$ cat config.mk
export PLATFORM = sky130hd
export DESIGN_NAME = i2c_master_register_access_unit
export DESIGN_NICKNAME = d
export VERILOG_FILES = /design/src/sv/i2cm_pkg.sv /design/src/sv/i2cm_seq.sv /design/src/sv/i2c_master_register_access_unit.sv
export SDC_FILE = /design/constraint.sdc
export NUM_CORES = 1
export LEC_CHECK = 0
export BUFFER_PORTS_ARGS = -buffer_cell sky130_fd_sc_hd__buf_2
export CORE_AREA = 2 2 116 118
export DETAILED_ROUTE_END_ITERATION = 10
export DIE_AREA = 0 0 118 120
export HOLD_SLACK_MARGIN = 0.06
export PLACE_DENSITY_LB_ADDON = 0.08
export REMOVE_ABC_BUFFERS = 1
export SYNTH_ARGS = -nofsm -noshare
export SYNTH_HDL_FRONTEND = slang
export SYNTH_SLANG_ARGS = --single-unit
export TNS_END_PERCENT = 100
$ cat constraint.sdc
create_clock -name clk -period 6.5 [get_ports clk]
set_clock_uncertainty 0.1 [all_clocks]
set_input_delay 0.65 -clock clk [delete_from_list [all_inputs] [get_ports clk]]
set_output_delay 0.65 -clock clk [all_outputs]
set_load 0.005 [all_outputs]
$ cat src/sv/i2cm_pkg.sv
package i2cm_pkg;

	localparam logic [1:0] CMD_TICK  = 2'd0;
	localparam logic [1:0] CMD_WRITE = 2'd1;
	localparam logic [1:0] CMD_READ  = 2'd2;

	localparam logic [1:0] STATUS_NONE  = 2'd0;
	localparam logic [1:0] STATUS_BUSY  = 2'd1;
	localparam logic [1:0] STATUS_ERROR = 2'd2;

	localparam logic [7:0] HALF_RESET = 8'd1;
	localparam logic [3:0] BITS_PER_BYTE = 4'd8;

	typedef enum logic [17:0] {
		ST_IDLE   = 18'h00001,
		ST_SA     = 18'h00002,
		ST_SB     = 18'h00004,
		ST_SC     = 18'h00008,
		ST_SD     = 18'h00010,
		ST_TXSET  = 18'h00020,
		ST_TXHI   = 18'h00040,
		ST_TXLO   = 18'h00080,
		ST_ACKREL = 18'h00100,
		ST_ACKHI  = 18'h00200,
		ST_RXHI   = 18'h00400,
		ST_RXLO   = 18'h00800,
		ST_MREL   = 18'h01000,
		ST_MHI    = 18'h02000,
		ST_MLO    = 18'h04000,
		ST_PA     = 18'h08000,
		ST_PB     = 18'h10000,
		ST_PC     = 18'h20000
	} step_t;

	typedef struct packed {
		logic       scl_out;
		logic       sda_release;
		logic       busy_res;
		logic       done_res;
		logic [7:0] read_result;
		logic [1:0] start_status;
		logic [3:0] nack_mask;
	} res_t;

	typedef struct packed {
		logic [1:0] command;
		logic [7:0] device_address;
		logic [7:0] register_address;
		logic [7:0] write_data;
		logic       sda_in;
	} tick_t;

endpackage

$ cat src/sv/i2cm_seq.sv
module i2cm_seq (
	input  logic           clk,
	input  logic           arst_n,
	input  logic           step_en,
	input  logic [7:0]     half_period,
	input  i2cm_pkg::tick_t tick,
	output i2cm_pkg::res_t res
);

	i2cm_pkg::step_t step_q, e_step, n_step;
	logic [7:0] phase_q, e_phase, n_phase, pt;
	logic [3:0] bit_q, e_bit, n_bit, bc4;
	logic [2:0] byte_q, e_byte, n_byte;
	logic [7:0] tx_q, n_tx;
	logic [7:0] rx_q, n_rx;
	logic       rmode_q, e_rmode;
	logic [7:0] addr_q, e_addr, reg_q, e_reg, data_q, e_data;
	logic [1:0] status_q, e_status, n_status;
	logic [3:0] nack_q, e_nack, n_nack;
	logic [7:0] last_q, n_last;
	logic       start, done, scl, sda;

	function automatic logic [7:0] load_val(input logic [2:0] bc, input logic rm,
		input logic [7:0] a, input logic [7:0] r, input logic [7:0] d);
		if (bc == 3'd0)
			return a;
		else if (bc == 3'd1)
			return r;
		else
			return rm ? a + 8'd1 : d;
	endfunction

	always_comb begin
		start = (step_q == i2cm_pkg::ST_IDLE) &&
			(tick.command == i2cm_pkg::CMD_WRITE || tick.command == i2cm_pkg::CMD_READ);
		e_step   = start ? i2cm_pkg::ST_SA : step_q;
		e_phase  = start ? 8'd0 : phase_q;
		e_bit    = start ? 4'd0 : bit_q;
		e_byte   = start ? 3'd0 : byte_q;
		e_rmode  = start ? (tick.command == i2cm_pkg::CMD_READ) : rmode_q;
		e_addr   = start ? tick.device_address : addr_q;
		e_reg    = start ? tick.register_address : reg_q;
		e_data   = start ? tick.write_data : data_q;
		e_status = start ? i2cm_pkg::STATUS_NONE : status_q;
		e_nack   = start ? 4'd0 : nack_q;

		// line levels of the phase in force during this tick
		unique case (e_step)
			i2cm_pkg::ST_SA:     begin scl = (e_byte == 3'd0); sda = 1'b1; end
			i2cm_pkg::ST_SC:     begin scl = 1'b1; sda = 1'b0; end
			i2cm_pkg::ST_SD:     begin scl = 1'b0; sda = 1'b0; end
			i2cm_pkg::ST_TXSET:  begin scl = 1'b0; sda = tx_q[7]; end
			i2cm_pkg::ST_TXHI:   begin scl = 1'b1; sda = tx_q[7]; end
			i2cm_pkg::ST_TXLO:   begin scl = 1'b0; sda = tx_q[7]; end
			i2cm_pkg::ST_ACKREL: begin scl = 1'b0; sda = 1'b1; end
			i2cm_pkg::ST_RXLO:   begin scl = 1'b0; sda = 1'b1; end
			i2cm_pkg::ST_MREL:   begin scl = 1'b0; sda = 1'b1; end
			i2cm_pkg::ST_MLO:    begin scl = 1'b0; sda = 1'b1; end
			i2cm_pkg::ST_PA:     begin scl = 1'b0; sda = 1'b0; end
			i2cm_pkg::ST_PB:     begin scl = 1'b1; sda = 1'b0; end
			default:             begin scl = 1'b1; sda = 1'b1; end
		endcase

		n_step   = e_step;
		n_phase  = e_phase;
		n_bit    = e_bit;
		n_byte   = e_byte;
		n_tx     = tx_q;
		n_rx     = rx_q;
		n_status = e_status;
		n_nack   = e_nack;
		n_last   = last_q;
		done     = 1'b0;
		pt       = e_phase + 8'd1;
		bc4      = e_bit + 4'd1;

		if (e_step != i2cm_pkg::ST_IDLE) begin
			n_phase = pt;
			if (pt >= half_period) begin
				n_phase = 8'd0;
				unique case (e_step)
					i2cm_pkg::ST_SA: n_step = i2cm_pkg::ST_SB;
					i2cm_pkg::ST_SB: begin
						if (!tick.sda_in) begin
							if (e_status == i2cm_pkg::STATUS_NONE)
								n_status = i2cm_pkg::STATUS_BUSY;
							n_tx   = load_val(e_byte, e_rmode, e_addr, e_reg, e_data);
							n_bit  = 4'd0;
							n_step = i2cm_pkg::ST_TXSET;
						end else begin
							n_step = i2cm_pkg::ST_SC;
						end
					end
					i2cm_pkg::ST_SC: n_step = i2cm_pkg::ST_SD;
					i2cm_pkg::ST_SD: begin
						if (tick.sda_in && e_status == i2cm_pkg::STATUS_NONE)
							n_status = i2cm_pkg::STATUS_ERROR;
						n_tx   = load_val(e_byte, e_rmode, e_addr, e_reg, e_data);
						n_bit  = 4'd0;
						n_step = i2cm_pkg::ST_TXSET;
					end
					i2cm_pkg::ST_TXSET: n_step = i2cm_pkg::ST_TXHI;
					i2cm_pkg::ST_TXHI:  n_step = i2cm_pkg::ST_TXLO;
					i2cm_pkg::ST_TXLO: begin
						n_tx = {tx_q[6:0], 1'b0};
						if (bc4 >= i2cm_pkg::BITS_PER_BYTE) begin
							n_bit  = 4'd0;
							n_step = i2cm_pkg::ST_ACKREL;
						end else begin
							n_bit  = bc4;
							n_step = i2cm_pkg::ST_TXSET;
						end
					end
					i2cm_pkg::ST_ACKREL: n_step = i2cm_pkg::ST_ACKHI;
					i2cm_pkg::ST_ACKHI: begin
						// no acknowledge: bus stays released high
						if (tick.sda_in) begin
							n_nack = e_nack | (4'd1 << e_byte[1:0]);
							n_nack[3] = 1'b0;
						end
						n_byte = e_byte + 3'd1;
						if (n_byte == 3'd1 || (n_byte == 3'd2 && !e_rmode)) begin
							n_tx   = load_val(n_byte, e_rmode, e_addr, e_reg, e_data);
							n_bit  = 4'd0;
							n_step = i2cm_pkg::ST_TXSET;
						end else if (n_byte == 3'd2) begin
							n_step = i2cm_pkg::ST_SA;
						end else if (e_rmode) begin
							n_rx   = 8'd0;
							n_bit  = 4'd0;
							n_step = i2cm_pkg::ST_RXHI;
						end else begin
							n_step = i2cm_pkg::ST_PA;
						end
					end
					i2cm_pkg::ST_RXHI: begin
						n_rx   = {rx_q[6:0], tick.sda_in};
						n_step = i2cm_pkg::ST_RXLO;
					end
					i2cm_pkg::ST_RXLO: begin
						if (bc4 >= i2cm_pkg::BITS_PER_BYTE) begin
							n_bit  = 4'd0;
							n_step = i2cm_pkg::ST_MREL;
						end else begin
							n_bit  = bc4;
							n_step = i2cm_pkg::ST_RXHI;
						end
					end
					i2cm_pkg::ST_MREL: n_step = i2cm_pkg::ST_MHI;
					i2cm_pkg::ST_MHI:  n_step = i2cm_pkg::ST_MLO;
					i2cm_pkg::ST_MLO:  n_step = i2cm_pkg::ST_PA;
					i2cm_pkg::ST_PA:   n_step = i2cm_pkg::ST_PB;
					i2cm_pkg::ST_PB:   n_step = i2cm_pkg::ST_PC;
					i2cm_pkg::ST_PC: begin
						if (e_rmode)
							n_last = rx_q;
						n_step = i2cm_pkg::ST_IDLE;
						done   = 1'b1;
					end
					default: n_step = i2cm_pkg::ST_IDLE;
				endcase
			end
		end

		res.scl_out      = scl;
		res.sda_release  = sda;
		res.busy_res     = (n_step != i2cm_pkg::ST_IDLE);
		res.done_res     = done;
		res.read_result  = n_last;
		res.start_status = n_status;
		res.nack_mask    = n_nack;
	end

	always_ff @(posedge clk or negedge arst_n) begin
		if (!arst_n) begin
			step_q   <= i2cm_pkg::ST_IDLE;
			phase_q  <= 8'd0;
			bit_q    <= 4'd0;
			byte_q   <= 3'd0;
			tx_q     <= 8'd0;
			rx_q     <= 8'd0;
			rmode_q  <= 1'b0;
			addr_q   <= 8'd0;
			reg_q    <= 8'd0;
			data_q   <= 8'd0;
			status_q <= i2cm_pkg::STATUS_NONE;
			nack_q   <= 4'd0;
			last_q   <= 8'd0;
		end else if (step_en) begin
			step_q   <= n_step;
			phase_q  <= n_phase;
			bit_q    <= n_bit;
			byte_q   <= n_byte;
			tx_q     <= n_tx;
			rx_q     <= n_rx;
			rmode_q  <= e_rmode;
			addr_q   <= e_addr;
			reg_q    <= e_reg;
			data_q   <= e_data;
			status_q <= n_status;
			nack_q   <= n_nack;
			last_q   <= n_last;
		end
	end

endmodule

$ cat src/sv/i2c_master_register_access_unit.sv
// I2C master for single-register write and read transactions, advanced by one
// tick per input transaction. Each tick may carry a command (write or read);
// commands arriving while busy are ignored. Every tick returns one result
// transaction with the SCL/SDA levels of that tick, busy, done, the last read
// byte, start status and the per-byte nack mask. One tick is taken per clock
// unless a full result register is stalled by out_ready; ticks pass through
// the input register, then the sequencer update into the result register.
// half_period_q (reset 1) sets the ticks per line phase; cfg_wr_en writes it.
module i2c_master_register_access_unit (
	input  logic       clk,
	input  logic       arst_n,
	input  logic       cfg_wr_en,
	input  logic [7:0] cfg_wr_data,
	input  logic       in_valid,
	output logic       in_ready,
	input  logic [1:0] command,
	input  logic [7:0] device_address,
	input  logic [7:0] register_address,
	input  logic [7:0] write_data,
	input  logic       sda_in,
	output logic       out_valid,
	input  logic       out_ready,
	output logic       scl_out,
	output logic       sda_release,
	output logic       busy_res,
	output logic       done_res,
	output logic [7:0] read_result,
	output logic [1:0] start_status,
	output logic [3:0] nack_mask
);

	logic [7:0]      half_period_q;
	logic            valid_s1;
	i2cm_pkg::tick_t tick_s1;
	logic            valid_s2;
	i2cm_pkg::res_t  res, res_s2;
	logic            advance;

	assign advance  = valid_s1 && (!valid_s2 || out_ready);
	assign in_ready = !valid_s1 || advance;

	always_ff @(posedge clk or negedge arst_n) begin
		if (!arst_n)
			half_period_q <= i2cm_pkg::HALF_RESET;
		else if (cfg_wr_en)
			half_period_q <= cfg_wr_data;
	end

	always_ff @(posedge clk or negedge arst_n) begin
		if (!arst_n) begin
			valid_s1 <= 1'b0;
			valid_s2 <= 1'b0;
		end else begin
			if (in_ready)
				valid_s1 <= in_valid;
			if (advance)
				valid_s2 <= 1'b1;
			else if (out_ready)
				valid_s2 <= 1'b0;
		end
	end

	always_ff @(posedge clk) begin
		if (in_valid && in_ready) begin
			tick_s1.command          <= command;
			tick_s1.device_address   <= device_address;
			tick_s1.register_address <= register_address;
			tick_s1.write_data       <= write_data;
			tick_s1.sda_in           <= sda_in;
		end
		if (advance)
			res_s2 <= res;
	end

	i2cm_seq u_seq (
		.clk         (clk),
		.arst_n      (arst_n),
		.step_en     (advance),
		.half_period (half_period_q),
		.tick        (tick_s1),
		.res         (res)
	);

	assign out_valid    = valid_s2;
	assign scl_out      = res_s2.scl_out;
	assign sda_release  = res_s2.sda_release;
	assign busy_res     = res_s2.busy_res;
	assign done_res     = res_s2.done_res;
	assign read_result  = res_s2.read_result;
	assign start_status = res_s2.start_status;
	assign nack_mask    = res_s2.nack_mask;

`ifndef SYNTHESIS
	a_done_not_busy: assert property (@(posedge clk) disable iff (!arst_n)
		out_valid && done_res |-> !busy_res)
		else $error("done reported while still busy");

	a_nack_top_clear: assert property (@(posedge clk) disable iff (!arst_n)
		out_valid |-> !nack_mask[3])
		else $error("nack bit for a fourth byte set");

	a_status_code: assert property (@(posedge clk) disable iff (!arst_n)
		out_valid |-> start_status != 2'd3)
		else $error("undefined start status");

	a_s1_holds: assert property (@(posedge clk) disable iff (!arst_n)
		valid_s1 && !advance |=> valid_s1 && $stable(tick_s1))
		else $error("stalled tick lost from input register");
`endif

endmodule

==> metrics.md, run 1 <==
| Metric | Value |
|---|---|
| Ys async rst share | 68.5% |
| Post-CTS Hold Fix Bufs | 0 |
| Detail Placement HPWL | 13400 um |
| Io pins | 60 |
| Diodes inserted | 0 |
| CP peak stage delay | 0.46 ns |
| Initial core utilization | 59.2% |
| Main synth FF type | dfrtp_1 |
| CTS tree | yes |
| Cell area after synthesis | 0.00769 mm^2 |
| Wire length per cell | 18.6 um |
| Clock Latency Late Sink | 0.43 ns |
| Simple-Gate Fraction of Synth Area | 23.7% |
| Vias post-DR | 6288 |
| IO Port Bufs | 59 |
| Mapped Avg Cell Area | 9.56 um^2 |
| CP max FO | 10 |
| Post-Synth XOR/XNOR Area | 2.28% |
| Max clock buf depth | 2 |
| Root Driver | clkbuf_16 |
| Total GRT Usage | 28.6% |
| Slew Limit Fails | 0 |
| Cell Chain, Critical Path | ha_1 > nor3b_1 > and2_0 > nand2_1 > and2_1 > ha_1 > nand3_1 > xor2_1 > nor2_1 > ha_1 > a21o_1 > a2111oi_0 > o21a_1 > or2_2 > nor4b_4 > nand2_1 > mux2_2 |
| Vias per cell | 6.02 |
| CP Data Required Time | 6.57 ns |
| CP arrival | 5.37 ns |
| Yosys warns | 0 |
| Place WS | 1.32 ns |
| Row cnt | 42 |
| Die height | 120 um |
| Peak VDD IR | 223 uV |
| H-Tree Depth | 4 |
| Die ar. | 0.0142 mm^2 |
| CP Launch Type | flip-flop |
| Leakage | 3.88 nW |
| CP Capture Type | flip-flop |
| Post-synthesis compound-gate area fraction | 11.7% |
| Slew at the pin with the worst max-slew slack | 1.26 ns |
| Min-delay worst type | input port to async pin |
| EDFF count, synth | 45 |
| Post-synthesis adder-cell area fraction | 3.09% |
| Post-layout util | 66.9% |
| Initial antenna violation count | 0 |
| Cell variety after synth | 70 |
| Post-synthesis mux area share | 6.67% |
| Fmax | 189 MHz |
| CTS sink count | 143 |
| P per Cell Area | 331 mW/mm^2 |
| Type of the worst setup path | flip-flop to flip-flop |
| # setup viols final | 0 |
| Pin count of the biggest net entering global routing | 58 |
| Relative slew slack | 15.8% |
| Placed insts | 1013 |
| Initial DRC count | 582 |
| Unrepaired setup endpoints after global routing | false |
| Synthesis-stage register bit count | 143 |
| Number of global-route vias before repair | 6307 |
| Cells after Synth | 804 |
| Hold slack final | 0.120 ns |
| Routability congestion estimate from global placement | 0.904 |
| Sequential share of the synthesized area | 49.5% |
| Minimum clock period | 5.30 ns |
| Routed WL | 19400 um |
| DR DRC count | 0 |
| Post-route ant nets | 0 |
| Max-Cap Viols | 0 |
| Share of layout cells above drive strength 1 | 16.3% |
| Hold Vio Cnt, Final | 0 |
| Setup bufs post-CTS | 0 |
| Fin nets | 915 |
| Status | finished clean |
| Largest family of logic cells by synthesized area | simple AND/OR/NAND/NOR gates |
| Pre-Repair DR Iteration Count | 5 |
| Post-CTS Resized | 0 |
| Core Box Area | 0.0130 mm^2 |
| TritonCTS buffer count | 17 |
| Clock-pin transition on the worst setup and hold timing paths | 0.06 ns |
| Setup tns final | 0 ns |
| First-pass GRT wire length | 31800 um |
| Overflow after GRT | 0 |
| Filler cells | 1061 |
| Crit share post-route | 81.6% |
| Most frequent CP cell | ha_1 |
| Post-route insts no fill | 1045 |
| PnR worst setup slack | 1.20 ns |
| Slowest cell on the critical path | a2111oi_0 |
| Area Overhead vs Synth | 12.9% |
| Die Width | 118 um |
-- worst max-delay path: cells and delay by family, from the launching register on --
family / cells / cell delay (ns)
muxes: 1 / 0.39
xor gates and xnor gates: 1 / 0.21
DFF: 1 / 0.38
adders and majority gates: 3 / 0.85
and+or+nand+nor: 9 / 2.11
AOI/OAI and AO/OA: 3 / 1.01
-- cell usage after synthesis, types with 8 or more instances --
library cell	instances	area, um^2
mux2i_1	22	220
xor2_1	13	114
nand3_1	45	225
nor4_1	8	50.1
inv_1	22	82.6
nand4_1	9	56.3
clkbuf_1	28	105
nor3_1	20	100
nand2b_1	9	56.3
o21ai_0	38	190
nor2_1	50	188
a31oi_1	9	56.3
a21oi_1	20	100
ha_1	19	238
dfrtp_1	96	2400
mux2_2	26	293
and2_1	8	50.1
edfxtp_1	45	1350
nand2_1	190	713
-- worst paths after layout --
kind,start,end,slack (ns),depth (start not counted)
max in group asynchronous,arst_n,u_seq.data_q[5]$_DFFE_PN0P_,5.02,2
max,tick_s1[26]$_DFFE_PP_,read_result[5]$_DFFE_PP_,1.20,17
min in group clk,register_address[1],tick_s1[10]$_DFFE_PP_,0.29,1
min,arst_n,half_period_q[1]$_DFFE_PN0P_,0.12,1
max reg2reg,tick_s1[26]$_DFFE_PP_,read_result[5]$_DFFE_PP_,1.20,17
min reg2reg,tick_s1[16]$_DFFE_PP_,u_seq.reg_q[7]$_DFFE_PN0P_,0.37,2
-- flip-flops by register name, indices dropped and copies added (netlist names), 8 cells and up --
| name | count |
|---|---|
| tick_s1 | 27 |
| u_seq.data_q | 8 |
| u_seq.rx_q | 8 |
| read_result | 8 |
| u_seq.last_q | 8 |
| half_period_q | 8 |
| u_seq.tx_q | 8 |
| u_seq.step_q | 18 |
| u_seq.addr_q | 8 |
| u_seq.phase_q | 8 |
| u_seq.reg_q | 8 |
-- layout by cell type (no fill, tap or decap), types with 4 or more instances in the layout --
master / netlist / routed
o211ai_1: 4 / 4
xor2_1: 13 / 13
mux2_2: 26 / 26
o31ai_1: 4 / 4
a221oi_1: 5 / 5
a2111oi_0: 5 / 5
o22ai_1: 4 / 4
nand4b_1: 5 / 5
o41ai_1: 7 / 7
nor2_1: 50 / 50
xnor2_1: 7 / 7
ha_1: 19 / 19
nand2b_1: 9 / 9
buf_4: 0 / 11
nand3_1: 45 / 45
nor4_1: 8 / 8
nand4_1: 9 / 9
dfrtp_1: 96 / 96
a211oi_1: 5 / 5
mux2i_1: 22 / 22
nand2_1: 190 / 190
nor3_1: 20 / 19
or3_1: 5 / 5
clkbuf_16: 0 / 17
a21oi_1: 20 / 20
clkinv_2: 0 / 6
and2_1: 8 / 8
buf_2: 6 / 58
edfxtp_1: 45 / 45
o21a_1: 6 / 6
inv_1: 22 / 22
o21ai_0: 38 / 38
and3_1: 4 / 4
a31oi_1: 9 / 9
a21o_1: 5 / 5
-- layer usage --
layer / GRT usage [%] / up-vias / wire, um
met5: 0 / - / 0
met4: 11.0 / 0 / 463
met3: 5.51 / 39 / 1020
met2: 48.2 / 233 / 9690
met1: 36.9 / 3028 / 8250
li1: - / 2988 / -
-- power breakdown --
group	switching (mW)	total (mW)	leakage [nW]	internal, mW
sequential	0.111	1.18	1.72	1.07
combinational	0.482	0.783	1.90	0.301
clock	0.376	0.908	0.266	0.532
total	0.969	2.87	3.88	1.90
-- metrics by stage --
| stage | power (mW) | cell area (um^2) |
|---|---|---|
| floorplan | 1.71 | 7540 |
| global placement | 1.94 | 8140 |
| detailed placement | 1.97 | 8140 |
| CTS | 2.88 | 8680 |
| global route | 3.03 | 8680 |
| finish | 2.87 | 8680 |
-- layout make-up --
cell class	count	area [um^2]	share of cell area, %
Clock buffer	21	450	5.19
Inverter	22	82.6	0.951
Sequential cell	143	3810	43.9
Timing Repair Buffer	69	373	4.30
Clock inverter	11	92.6	1.07
Multi-Input combinational cell	603	3650	42.1
Tap cell	176	220	2.54
-- cells by family (layout without fill, tap and decap cells) --
kind of cell             after synthesis  count (layout)
AO/OA/AOI/OAI                        136             136
XOR/XNOR                              20              20
multiplexers                          48              48
AND/OR/NAND/NOR                      380             380
adder cells (fa/ha/maj)               19              19
buffers and inverters                 58             123
flip-flops                           143             143
No activity file was read; power rests on OpenSTA's default activity.
==> run 2: changes to the inputs <==
Clock period 6.5 ns to 5.4 ns, I/O delays scaled along.
==> metrics.md, run 2 (synthesized netlist as in run 1, its figures left out) <==
| Metric | Value |
|---|---|
| Die Width | 118 um (unchanged) |
| Slew Limit Fails | 0 (unchanged) |
| Most frequent CP cell | ha_1 (unchanged) |
| CP Data Required Time | 5.47 ns (was 6.57 ns) |
| Vias per cell | 6.06 (was 6.02) |
| Share of layout cells above drive strength 1 | 16.6% (was 16.3%) |
| Post-layout util | 67.6% (was 66.9%) |
| First-pass GRT wire length | 32000 um (was 31800 um) |
| Hold Vio Cnt, Final | 0 (unchanged) |
| P per Cell Area | 410 mW/mm^2 (was 331 mW/mm^2) |
| Crit share post-route | 91.0% (was 81.6%) |
| Total GRT Usage | 28.6% (about the same) |
| CP peak stage delay | 0.39 ns (was 0.46 ns) |
| Fmax | 203 MHz (was 189 MHz) |
| IO Port Bufs | 59 (unchanged) |
| TritonCTS buffer count | 17 (unchanged) |
| Slew at the pin with the worst max-slew slack | 1.14 ns (was 1.26 ns) |
| Routed WL | 19400 um (about the same) |
| Io pins | 60 (unchanged) |
| Leakage | 3.93 nW (was 3.88 nW) |
| Minimum clock period | 4.91 ns (was 5.30 ns) |
| CP max FO | 10 (unchanged) |
| Relative slew slack | 23.4% (was 15.8%) |
| Max clock buf depth | 2 (unchanged) |
| Slowest cell on the critical path | a2111oi_0 (unchanged) |
| Vias post-DR | 6341 (was 6288) |
| Placed insts | 1015 (was 1013) |
| Fin nets | 918 (was 915) |
| CP Capture Type | flip-flop (unchanged) |
| Clock-pin transition on the worst setup and hold timing paths | 0.06 ns (about the same) |
| Initial DRC count | 563 (was 582) |
| Root Driver | clkbuf_16 (unchanged) |
| Overflow after GRT | 0 (unchanged) |
| Die height | 120 um (unchanged) |
| Post-route insts no fill | 1047 (was 1045) |
| Sequential Area | 0.00381 mm^2 (unchanged) |
| Kind of cell adding the most delay to the critical path | simple AND/OR/NAND/NOR gates (unchanged) |
| Hold Path Origin | register_address[5] |
| Area Overhead vs Synth | 14.1% (was 12.9%) |
| Clock Latency Late Sink | 0.42 ns (was 0.43 ns) |
| Detail Placement HPWL | 13400 um (about the same) |
| Top Registers | tick_s1: 27 flops, u_seq.step_q: 18 flops (unchanged) |
| CTS tree | yes (unchanged) |
| Initial core utilization | 59.2% (unchanged) |
| Row cnt | 42 (unchanged) |
| # setup viols final | 0 (unchanged) |
| Pin count of the biggest net entering global routing | 58 (unchanged) |
| Initial antenna violation count | 0 (unchanged) |
| Unrepaired setup endpoints after global routing | false (unchanged) |
| Core Box Area | 0.0130 mm^2 (unchanged) |
| Peak VDD IR | 307 uV (was 223 uV) |
| Multi-input logic area | 0.00366 mm^2 (was 0.00365 mm^2) |
| Pre-Repair DR Iteration Count | 6 (was 5) |
| Post-route ant nets | 0 (unchanged) |
| Number of global-route vias before repair | 6295 (was 6307) |
| Filler cells | 1036 (was 1061) |
| CTS sink count | 143 (unchanged) |
| CP arrival | 4.99 ns (was 5.37 ns) |
| Type of the worst setup path | flip-flop to flip-flop (unchanged) |
| Routability congestion estimate from global placement | 0.902 (was 0.904) |
| Largest register FFs | 27 (unchanged) |
| Crit path launch | tick_s1[26]$_DFFE_PP_ (unchanged) |
| CP Launch Type | flip-flop (unchanged) |
| Cell Chain, Critical Path | ha_1 > nor3b_1 > and2_2 > nand2_1 > and2_1 > ha_1 > nand3_1 > xor2_1 > nor2_1 > ha_1 > a21o_1 > a2111oi_0 > o21a_1 > or2_2 > nor4b_4 > nand2_1 > mux2_2 (was ha_1 > nor3b_1 > and2_0 > nand2_1 > and2_1 > ha_1 > nand3_1 > xor2_1 > nor2_1 > ha_1 > a21o_1 > a2111oi_0 > o21a_1 > or2_2 > nor4b_4 > nand2_1 > mux2_2) |
| Status | finished clean (unchanged) |
| Worst r2r src | tick_s1[26]$_DFFE_PP_ (unchanged) |
| Die ar. | 0.0142 mm^2 (unchanged) |
| Wire length per cell | 18.5 um (was 18.6 um) |
| Min-delay worst type | input port to flip-flop (was input port to async pin) |
| Top reg by flops | tick_s1 (unchanged) |
| Diodes inserted | 0 (unchanged) |
| H-Tree Depth | 4 (unchanged) |
| Worst Path Buf+Inv | 0 (unchanged) |
| Max-Cap Viols | 0 (unchanged) |
| Most frequent cells in the layout | nand2_1 (190), dfrtp_1 (96), buf_2 (58) (unchanged) |
| Most common cell after layout, fill and taps aside | nand2_1 (unchanged) |
| DR DRC count | 0 (unchanged) |
==> run 2: cell type report <==
cell class,instances,share of cell area [%]
Multi-Input combinational cell,603,41.7
Sequential cell,143,43.4
Timing Repair Buffer,72,4.53
Tap cell,176,2.51
Clock buffer,20,5.09
Clock inverter,11,1.88
Inverter,22,0.941
==> run 2: worst reg2reg max path: stages, from the launching register on <==
cell       delay, ns
edfxtp_1        0.37
ha_1            0.32
nor3b_1         0.37
and2_2          0.32
nand2_1         0.14
and2_1          0.22
ha_1            0.23
nand3_1         0.10
xor2_1          0.19
nor2_1          0.06
ha_1            0.29
a21o_1          0.18
a2111oi_0       0.39
o21a_1          0.32
or2_2           0.31
nor4b_4         0.08
nand2_1         0.31
mux2_2          0.39
==> run 2: metal layers <==
metal,up-vias,routed length (um),GRT usage [%]
li1,2981,-,-
met2,220,9870,50.3
met3,39,1030,5.70
met4,0,410,9.11
met1,3101,8110,35.7
met5,-,0,0
==> run 2: power breakdown <==
| part | switching (mW) | internal, mW | leakage, nW |
|---|---|---|---|
| Clock | 0.448 | 0.780 | 0.300 |
| Combinational | 0.575 | 0.367 | 1.91 |
| Sequential | 0.135 | 1.29 | 1.72 |
==> run 2: path summary, 6_finish.rpt <==
| kind | endpoint | slack [ns] | cells after the start |
|---|---|---|---|
| setup / recovery | read_result[1]$_DFFE_PP_ | 0.49 | 17 |
| hold / removal | tick_s1[14]$_DFFE_PP_ | 0.19 | 1 |
| setup reg to reg | read_result[1]$_DFFE_PP_ | 0.49 | 17 |
| hold reg to reg | u_seq.reg_q[1]$_DFFE_PN0P_ | 0.37 | 2 |
| max in group asynchronous | u_seq.tx_q[4]$_DFFE_PN0P_ | 3.47 | 3 |
| min in group asynchronous | u_seq.phase_q[2]$_DFFE_PN0P_ | 0.55 | 2 |
==> run 2: timing repair <==
action                     in CTS  in global routing
setup endpoints to repair       0                 16
hold buffers                    1                  0
resized for setup               0                  2
hold endpoints to repair       40                  0
buffers inserted                0                  0
==> run 2: stage by stage <==
step                      TNS (ns)  worst slack [ns]  total power, mW  hold WS, ns  instance area [um^2]
after floorplan             -0.174           -0.0861             2.06        0.144                  7540
after global placement           0             0.508             2.33        0.347                  8150
after detailed placement         0             0.326             2.37        0.360                  8150
after CTS                        0             0.265             3.60        0.179                  8770
after global routing             0            0.0830             3.79        0.174                  8770
final                            0             0.485             3.59        0.187                  8770
